==> src/arpbt_pkg.sv <==
// Package for the ARP binding table: status codes, slot state codes, sizes.
package arpbt_pkg;

  // Default number of binding slots
  localparam int ENTRY_COUNT_DEF = 16;

  // Result status codes
  localparam logic [2:0] RES_COMMITTED = 3'd0;
  localparam logic [2:0] RES_BAD_ARG   = 3'd1;
  localparam logic [2:0] RES_FULL      = 3'd2;
  localparam logic [2:0] RES_HIT       = 3'd3;
  localparam logic [2:0] RES_MISS      = 3'd4;
  localparam logic [2:0] RES_BLOCKED   = 3'd5;

  // Request function codes
  localparam logic FUNC_COMMIT = 1'b0;
  localparam logic FUNC_LOOKUP = 1'b1;

  // Slot state codes (code 3 is never written, behaves as valid)
  localparam logic [1:0] SLOT_EMPTY   = 2'd0;
  localparam logic [1:0] SLOT_VALID   = 2'd1;
  localparam logic [1:0] SLOT_EXPIRED = 2'd2;

  // Group (multicast) bit of the first MAC byte
  localparam int MAC_GROUP_BIT = 40;

  // Payload of one slot held in the table memory
  typedef struct packed {
    logic [31:0] ip;
    logic [47:0] mac;
    logic [63:0] deadline;
  } slot_t;

  // Sequencer states, one-hot
  typedef enum logic [3:0] {
    S_IDLE   = 4'b0001,
    S_SCAN   = 4'b0010,
    S_COMMIT = 4'b0100,
    S_RESULT = 4'b1000
  } seq_state_t;

endpackage

==> src/arp_binding_table.sv <==
// ARP binding table: IPv4-to-MAC cache with lease expiry, scanned one slot per cycle.
//
//   channel | signals                                         | role
//   --------+-------------------------------------------------+---------------------------
//   in      | in_valid, in_ready, func, ip_addr, mac_in,      | commit / lookup request
//           | epoch_in, now_time, lease_len                   |
//   out     | out_valid, out_ready, status, mac_out           | one result per request
//
// Cycles: one slot read and compared per cycle. Commit: every slot is scanned, then a
// commit step writes the target and the result step follows. Lookup: ends at the first
// match, or after the last slot on a miss. Bad argument: no scan, straight to the result step.
// Reset: rst clears every slot to empty at once; no clearing pass is needed.
// Stalls: a result waiting in the output register does not block the next accept;
// that request's scan then holds in its result step until out_ready frees it.
module arp_binding_table #(
  parameter int ENTRY_COUNT = arpbt_pkg::ENTRY_COUNT_DEF
) (
  input  logic        clk,
  input  logic        rst,
  input  logic        in_valid,
  output logic        in_ready,
  input  logic        func,
  input  logic [31:0] ip_addr,
  input  logic [47:0] mac_in,
  input  logic [31:0] epoch_in,
  input  logic [63:0] now_time,
  input  logic [31:0] lease_len,
  output logic        out_valid,
  input  logic        out_ready,
  output logic [2:0]  status,
  output logic [47:0] mac_out
);
  import arpbt_pkg::*;

  localparam int IDX_W = (ENTRY_COUNT > 1) ? $clog2(ENTRY_COUNT) : 1;
  localparam logic [IDX_W-1:0] LAST_IDX = IDX_W'(ENTRY_COUNT - 1);

  // Sequencer
  seq_state_t state, state_next;

  // Latched request
  logic        req_func;
  logic [31:0] req_ip;
  logic [47:0] req_mac;
  logic [63:0] req_now;
  logic [63:0] req_deadline;

  // Slot state flops (reset clears) and slot payload memory
  logic [1:0] slot_state [ENTRY_COUNT];
  slot_t      slot_mem   [ENTRY_COUNT];

  // Scan pipeline: issue stage and compare stage
  logic [IDX_W-1:0] rd_idx;
  logic             issue_done;
  logic             cmp_vld;
  logic [IDX_W-1:0] cmp_idx;
  logic [1:0]       st_q;
  slot_t            mem_q;

  // Commit target tracking
  logic             pick_ok;
  logic [IDX_W-1:0] pick_idx;
  logic             free_ok;
  logic [IDX_W-1:0] free_idx;

  // Result held until the output register frees
  logic [2:0]  res_status;
  logic [47:0] res_mac;

  // Request check and saturating deadline at accept
  logic        accept;
  logic        arg_bad;
  logic [64:0] dl_sum;

  // Compare-stage decode
  logic cmp_match;
  logic cmp_last;
  logic lk_finish;
  logic lk_expire;
  logic commit_wr;
  logic [IDX_W-1:0] commit_idx;
  logic out_load;

  assign in_ready = (state == S_IDLE);
  assign accept   = in_valid && in_ready;
  assign dl_sum   = {1'b0, now_time} + 65'(lease_len);

  always_comb begin
    if (func == FUNC_COMMIT) begin
      arg_bad = (ip_addr == 32'd0) || (epoch_in == 32'd0) || (lease_len == 32'd0) ||
                mac_in[MAC_GROUP_BIT] || (mac_in == 48'd0);
    end else begin
      arg_bad = (ip_addr == 32'd0);
    end
  end

  // The shared compare: one slot per cycle
  assign cmp_match = (st_q != SLOT_EMPTY) && (mem_q.ip == req_ip);
  assign cmp_last  = (cmp_idx == LAST_IDX);
  assign lk_finish = (state == S_SCAN) && cmp_vld && (req_func == FUNC_LOOKUP) &&
                     (cmp_match || cmp_last);
  // First match not yet expired but deadline reached: mark it expired
  assign lk_expire = (state == S_SCAN) && cmp_vld && (req_func == FUNC_LOOKUP) &&
                     cmp_match && (st_q != SLOT_EXPIRED) && (req_now >= mem_q.deadline);

  // Commit writes the last match, else the first empty slot
  assign commit_wr  = (state == S_COMMIT) && (pick_ok || free_ok);
  assign commit_idx = pick_ok ? pick_idx : free_idx;

  assign out_load = (state == S_RESULT) && (!out_valid || out_ready);

  always_comb begin
    state_next = state;
    case (state)
      S_IDLE: begin
        if (accept) state_next = arg_bad ? S_RESULT : S_SCAN;
      end
      S_SCAN: begin
        if (lk_finish) begin
          state_next = S_RESULT;
        end else if (cmp_vld && cmp_last && (req_func == FUNC_COMMIT)) begin
          state_next = S_COMMIT;
        end
      end
      S_COMMIT: state_next = S_RESULT;
      S_RESULT: begin
        if (out_load) state_next = S_IDLE;
      end
      default: state_next = S_IDLE;
    endcase
  end

  // Control registers
  always_ff @(posedge clk) begin
    if (rst) begin
      state      <= S_IDLE;
      out_valid  <= 1'b0;
      issue_done <= 1'b0;
      cmp_vld    <= 1'b0;
      rd_idx     <= '0;
      pick_ok    <= 1'b0;
      free_ok    <= 1'b0;
      for (int i = 0; i < ENTRY_COUNT; i++) slot_state[i] <= SLOT_EMPTY;
    end else begin
      state <= state_next;

      if (out_load) begin
        out_valid <= 1'b1;
      end else if (out_ready) begin
        out_valid <= 1'b0;
      end

      if (accept) begin
        rd_idx     <= '0;
        issue_done <= 1'b0;
        cmp_vld    <= 1'b0;
        pick_ok    <= 1'b0;
        free_ok    <= 1'b0;
      end else if (state == S_SCAN) begin
        cmp_vld <= !issue_done;
        if (!issue_done) begin
          rd_idx <= rd_idx + 1'b1;
          if (rd_idx == LAST_IDX) issue_done <= 1'b1;
        end
        if (cmp_vld && (req_func == FUNC_COMMIT)) begin
          if (cmp_match) pick_ok <= 1'b1;
          if ((st_q == SLOT_EMPTY) && !free_ok) free_ok <= 1'b1;
        end
      end

      if (lk_expire) begin
        slot_state[cmp_idx] <= SLOT_EXPIRED;
      end else if (commit_wr) begin
        slot_state[commit_idx] <= SLOT_VALID;
      end
    end
  end

  // Payload registers and table memory
  always_ff @(posedge clk) begin
    if (accept) begin
      req_func     <= func;
      req_ip       <= ip_addr;
      req_mac      <= mac_in;
      req_now      <= now_time;
      req_deadline <= dl_sum[64] ? '1 : dl_sum[63:0];
      res_status   <= RES_BAD_ARG;
      res_mac      <= '0;
    end

    if ((state == S_SCAN) && !issue_done) begin
      mem_q   <= slot_mem[rd_idx];
      st_q    <= slot_state[rd_idx];
      cmp_idx <= rd_idx;
    end

    if ((state == S_SCAN) && cmp_vld && (req_func == FUNC_COMMIT)) begin
      if (cmp_match) pick_idx <= cmp_idx;
      if ((st_q == SLOT_EMPTY) && !free_ok) free_idx <= cmp_idx;
    end

    if (lk_finish) begin
      res_mac <= '0;
      if (!cmp_match) begin
        res_status <= RES_MISS;
      end else if ((st_q == SLOT_EXPIRED) || (req_now >= mem_q.deadline)) begin
        res_status <= RES_BLOCKED;
      end else begin
        res_status <= RES_HIT;
        res_mac    <= mem_q.mac;
      end
    end

    if (state == S_COMMIT) begin
      res_status <= commit_wr ? RES_COMMITTED : RES_FULL;
      res_mac    <= '0;
    end

    if (commit_wr) begin
      slot_mem[commit_idx] <= '{ip: req_ip, mac: req_mac, deadline: req_deadline};
    end

    if (out_load) begin
      status  <= res_status;
      mac_out <= res_mac;
    end
  end

endmodule
==> config.mk <==
export PLATFORM = sky130hd
export DESIGN_NAME = arp_binding_table
export DESIGN_NICKNAME = d
export VERILOG_FILES = /design/src/arpbt_pkg.sv /design/src/arp_binding_table.sv
export SDC_FILE = /design/constraint.sdc
export NUM_CORES = 2
export LEC_CHECK = 0
export BUFFER_PORTS_ARGS = -buffer_cell sky130_fd_sc_hd__buf_4
export CORE_ASPECT_RATIO = 0.6
export CORE_MARGIN = 2
export CORE_UTILIZATION = 28
export CTS_CLUSTER_DIAMETER = 60
export DETAILED_ROUTE_END_ITERATION = 12
export PLACE_DENSITY = 0.43
export SYNTH_ARGS = -nofsm -noshare
export SYNTH_HDL_FRONTEND = slang
export SYNTH_SLANG_ARGS = --single-unit
==> constraint.sdc <==
create_clock -name clk -period 10.3 [get_ports clk]
set_input_delay 1.03 -clock clk [delete_from_list [all_inputs] [get_ports clk]]
set_output_delay 1.03 -clock clk [all_outputs]
set_load 0.1 [all_outputs]
==> flow_summary.yaml <==
outcome:
  status: "completed"
sta:
  min_period_ns: 4.59
  finalHoldViolations: 0
  rsz0062_at_grt: "no"
  tightest_slew_ns: 1.27
  tns_ns: 0
  fin_crit_sh_pct: 44.6
  setup_viol_count_final: 0
  setup_ws_ns: 5.71
  slew_viol_final: 0
  worst_clock_skew_ns: 0.0685
  slew_headroom_pct: 14.8
  clock.fmax_mhz: 218
setup_path:
  ff2ff_setup_slack_ns: 5.71
  endpoint_kind: "flop"
  critical_path.max_fanout: 29
  worstReg2RegEnd: "slot_mem[4][30]"
  reg2reg_depth: 6
  critical_path_class: "flop to flop"
  critPathLaunchType: "flop"
  cp.required_ns: 10.76
  regToRegStartpoint: "state[3]"
  worst_ep_arrival_time_ns: 5.05
power:
  power.density_nw_per_um2: 193
  ir_drop_v: 0.000121
  leakagePower_uw: 0.0383
  finalPower_uw: 24200
route:
  routed_wl_um: 299000
  via_per_inst: 4.82
  firstDrtPassIters: 8
  avgRoutedWirePerCell_um: 28.5
  drc: 0
  ant_nets: 0
  vias: 50600
  drt_iter0_markers: 4804
finish:
  drive_gt1_share_pct: 28.6
  layout_common_cells: "edfxtp_1 (2,757), mux4_2 (730), buf_4 (370), clkbuf_16 (305), nand2_1 (102)"
  nets: 5511
  fill_cells: 36100
  finalCoreUtilization_pct: 32.8
  final_common_cell: "edfxtp_1"
  area_growth_pct: 16.5
clock_network:
  cts_buffers: 300
  cts_tree: "built"
  clk_path_buf_depth: 4
  cts.repair.resized: 0
  cts_setup_buffers: 0
  clockRootBuffer: "clkbuf_16"
  cts_sinks: 2818
  clk_pin_slew_ns: 0.06
  holdBufCountCts: 0
  worstSkewPairLatency_ns: 0.89
  ctsHtreeMaxLevel: 5
die:
  ios: 266
  coreArea_um2: 383000
  die-area_um2: 390000
  die_h_um: 485
  start_util_pct: 28.1
  rows: 176
  die_w_um: 805
synth:
  synth.area.top_cells: "edfxtp_1 (77%), mux4_2 (15%), dfxtp_1 (1.1%)"
  synth.distinct_cells: 76
  synth_fp_nets: 5043
  synth_top_area_cell: "edfxtp_1"
  yosys_register_bits: 2818
  syn_avg_cell_area_um2: 22.8
  syn_area_um2: 108000
  synthArstFlopShare_pct: 0
  synth_top_cell_area_share_pct: 76.8
  syn_inst: 4732
  synth_flop_cell: "edfxtp_1"
  yosys_warnings: 0
  yosysSeqAreaShare_pct: 78.0
  synth_edf_count: 2757
placement:
  hpwl_um: 161000
  pre_cts_slack_ns: 5.10
  port_buffers: 265
  place_congestion: 0.757
global_routing:
  gr-total-overflow: 0
  grt_pass1_vias: 52600
  grt_antenna_before_repair: 41
  grt_first_pass_wirelength_um: 419000
  grt_max_degree: 100
  gr-usage-all-layers_pct: 15.0
min_path:
  hold-path-cell-count: 1
  hold_path_end: "req_mac[39]"
  hp-class: "input port to flop"
  worstHoldStart: "mac_in[39]"
job:
  drv_cap: 0
[sequential cells by signal (all words and copies together) (netlist names), 4 cells and up]
register      cells
mem_q           144
slot_mem       2304
mac_out          48
req_ip           32
state             4
req_deadline     64
rd_idx            4
cmp_idx           4
pick_idx          4
free_idx          4
req_mac          48
res_mac          48
req_now          64
slot_state       32
[where the power goes]
part | total, uW | internal [uW] | switching (uW)
registers | 13200 | 12900 | 299
clock network | 10400 | 5830 | 4530
logic | 692 | 250 | 442
total | 24200 | 19000 | 5270
[per-layer routing]
layer	vias up	part of all wire, %	track usage, %
met5	-	0.027	0
met4	14	2.3	3.55
met3	441	5.1	2.75
met2	1296	46	23.3
met1	27800	47	22.0
li1	21100	-	-
[per-stage QoR]
step / instance area, um^2 / std cells / hold slack, ns
2_1_floorplan: 108000 / 4732 / 0.400
3_3_place_gp: 116000 / 9971 / 0.425
3_5_place_dp: 116000 / 9971 / 0.415
4_1_cts: 126000 / 10500 / 0.236
5_1_grt: 126000 / 10500 / 0.256
6_report: 126000 / 10500 / 0.331
[area by class of cell]
class / count / area, um^2 / share of cell area (%)
sequential: 2818 / 84000 / 66.9
tap: 5073 / 6350 / 5.06
clock inverter: 141 / 1120 / 0.893
timing repair buffer: 376 / 2900 / 2.31
antenna: 8 / 20.0 / 0.0159
clock buffer: 385 / 8040 / 6.41
multi-input combinational: 1622 / 22800 / 18.2
inverter: 82 / 315 / 0.251
[critical path: stages (launching register included)]
cell,delay (ns)
dfxtp_1,0.35
nor4b_1,0.70
o21a_1,0.36
o21ai_0,0.45
nor2_4,0.99
buf_4,0.62
buf_4,0.65
[worst max-delay path by stage]
stage                      start  slack [ns]          endpoint  cells past startpoint
global route            state[2]        5.29   slot_mem[4][31]                      6
finish                  state[3]        5.71   slot_mem[4][30]                      6
detailed placement   now_time[0]        5.10  req_deadline[46]                     13
CTS                     state[3]        5.58   slot_mem[0][80]                      6
floorplan               state[3]        0.55     res_status[0]                      7
global placement    lease_len[0]        5.07  req_deadline[46]                     13
[synth_stat cells, types with 39 or more instances]
library cell  instances
a21o_1               47
a21oi_1              70
a22o_1               49
buf_1                59
clkbuf_1            130
dfxtp_1              61
edfxtp_1           2757
ha_1                 97
inv_1                81
mux4_2              730
nand2_1             102
nand4_1              43
nor2_1               93
nor4_1               47
xnor2_1              39
[cell families after synthesis]
family / after synthesis / synth area share [%]
multiplexers: 741 / 15.4
adder cells (fa/ha/maj): 98 / 1.14
flip-flops: 2818 / 78.0
AND/OR/NAND/NOR: 416 / 1.99
AO/OA/AOI/OAI: 296 / 1.91
XOR/XNOR: 71 / 0.577
buffers and inverters: 292 / 1.05
No activity file was read; power rests on OpenSTA's default activity.
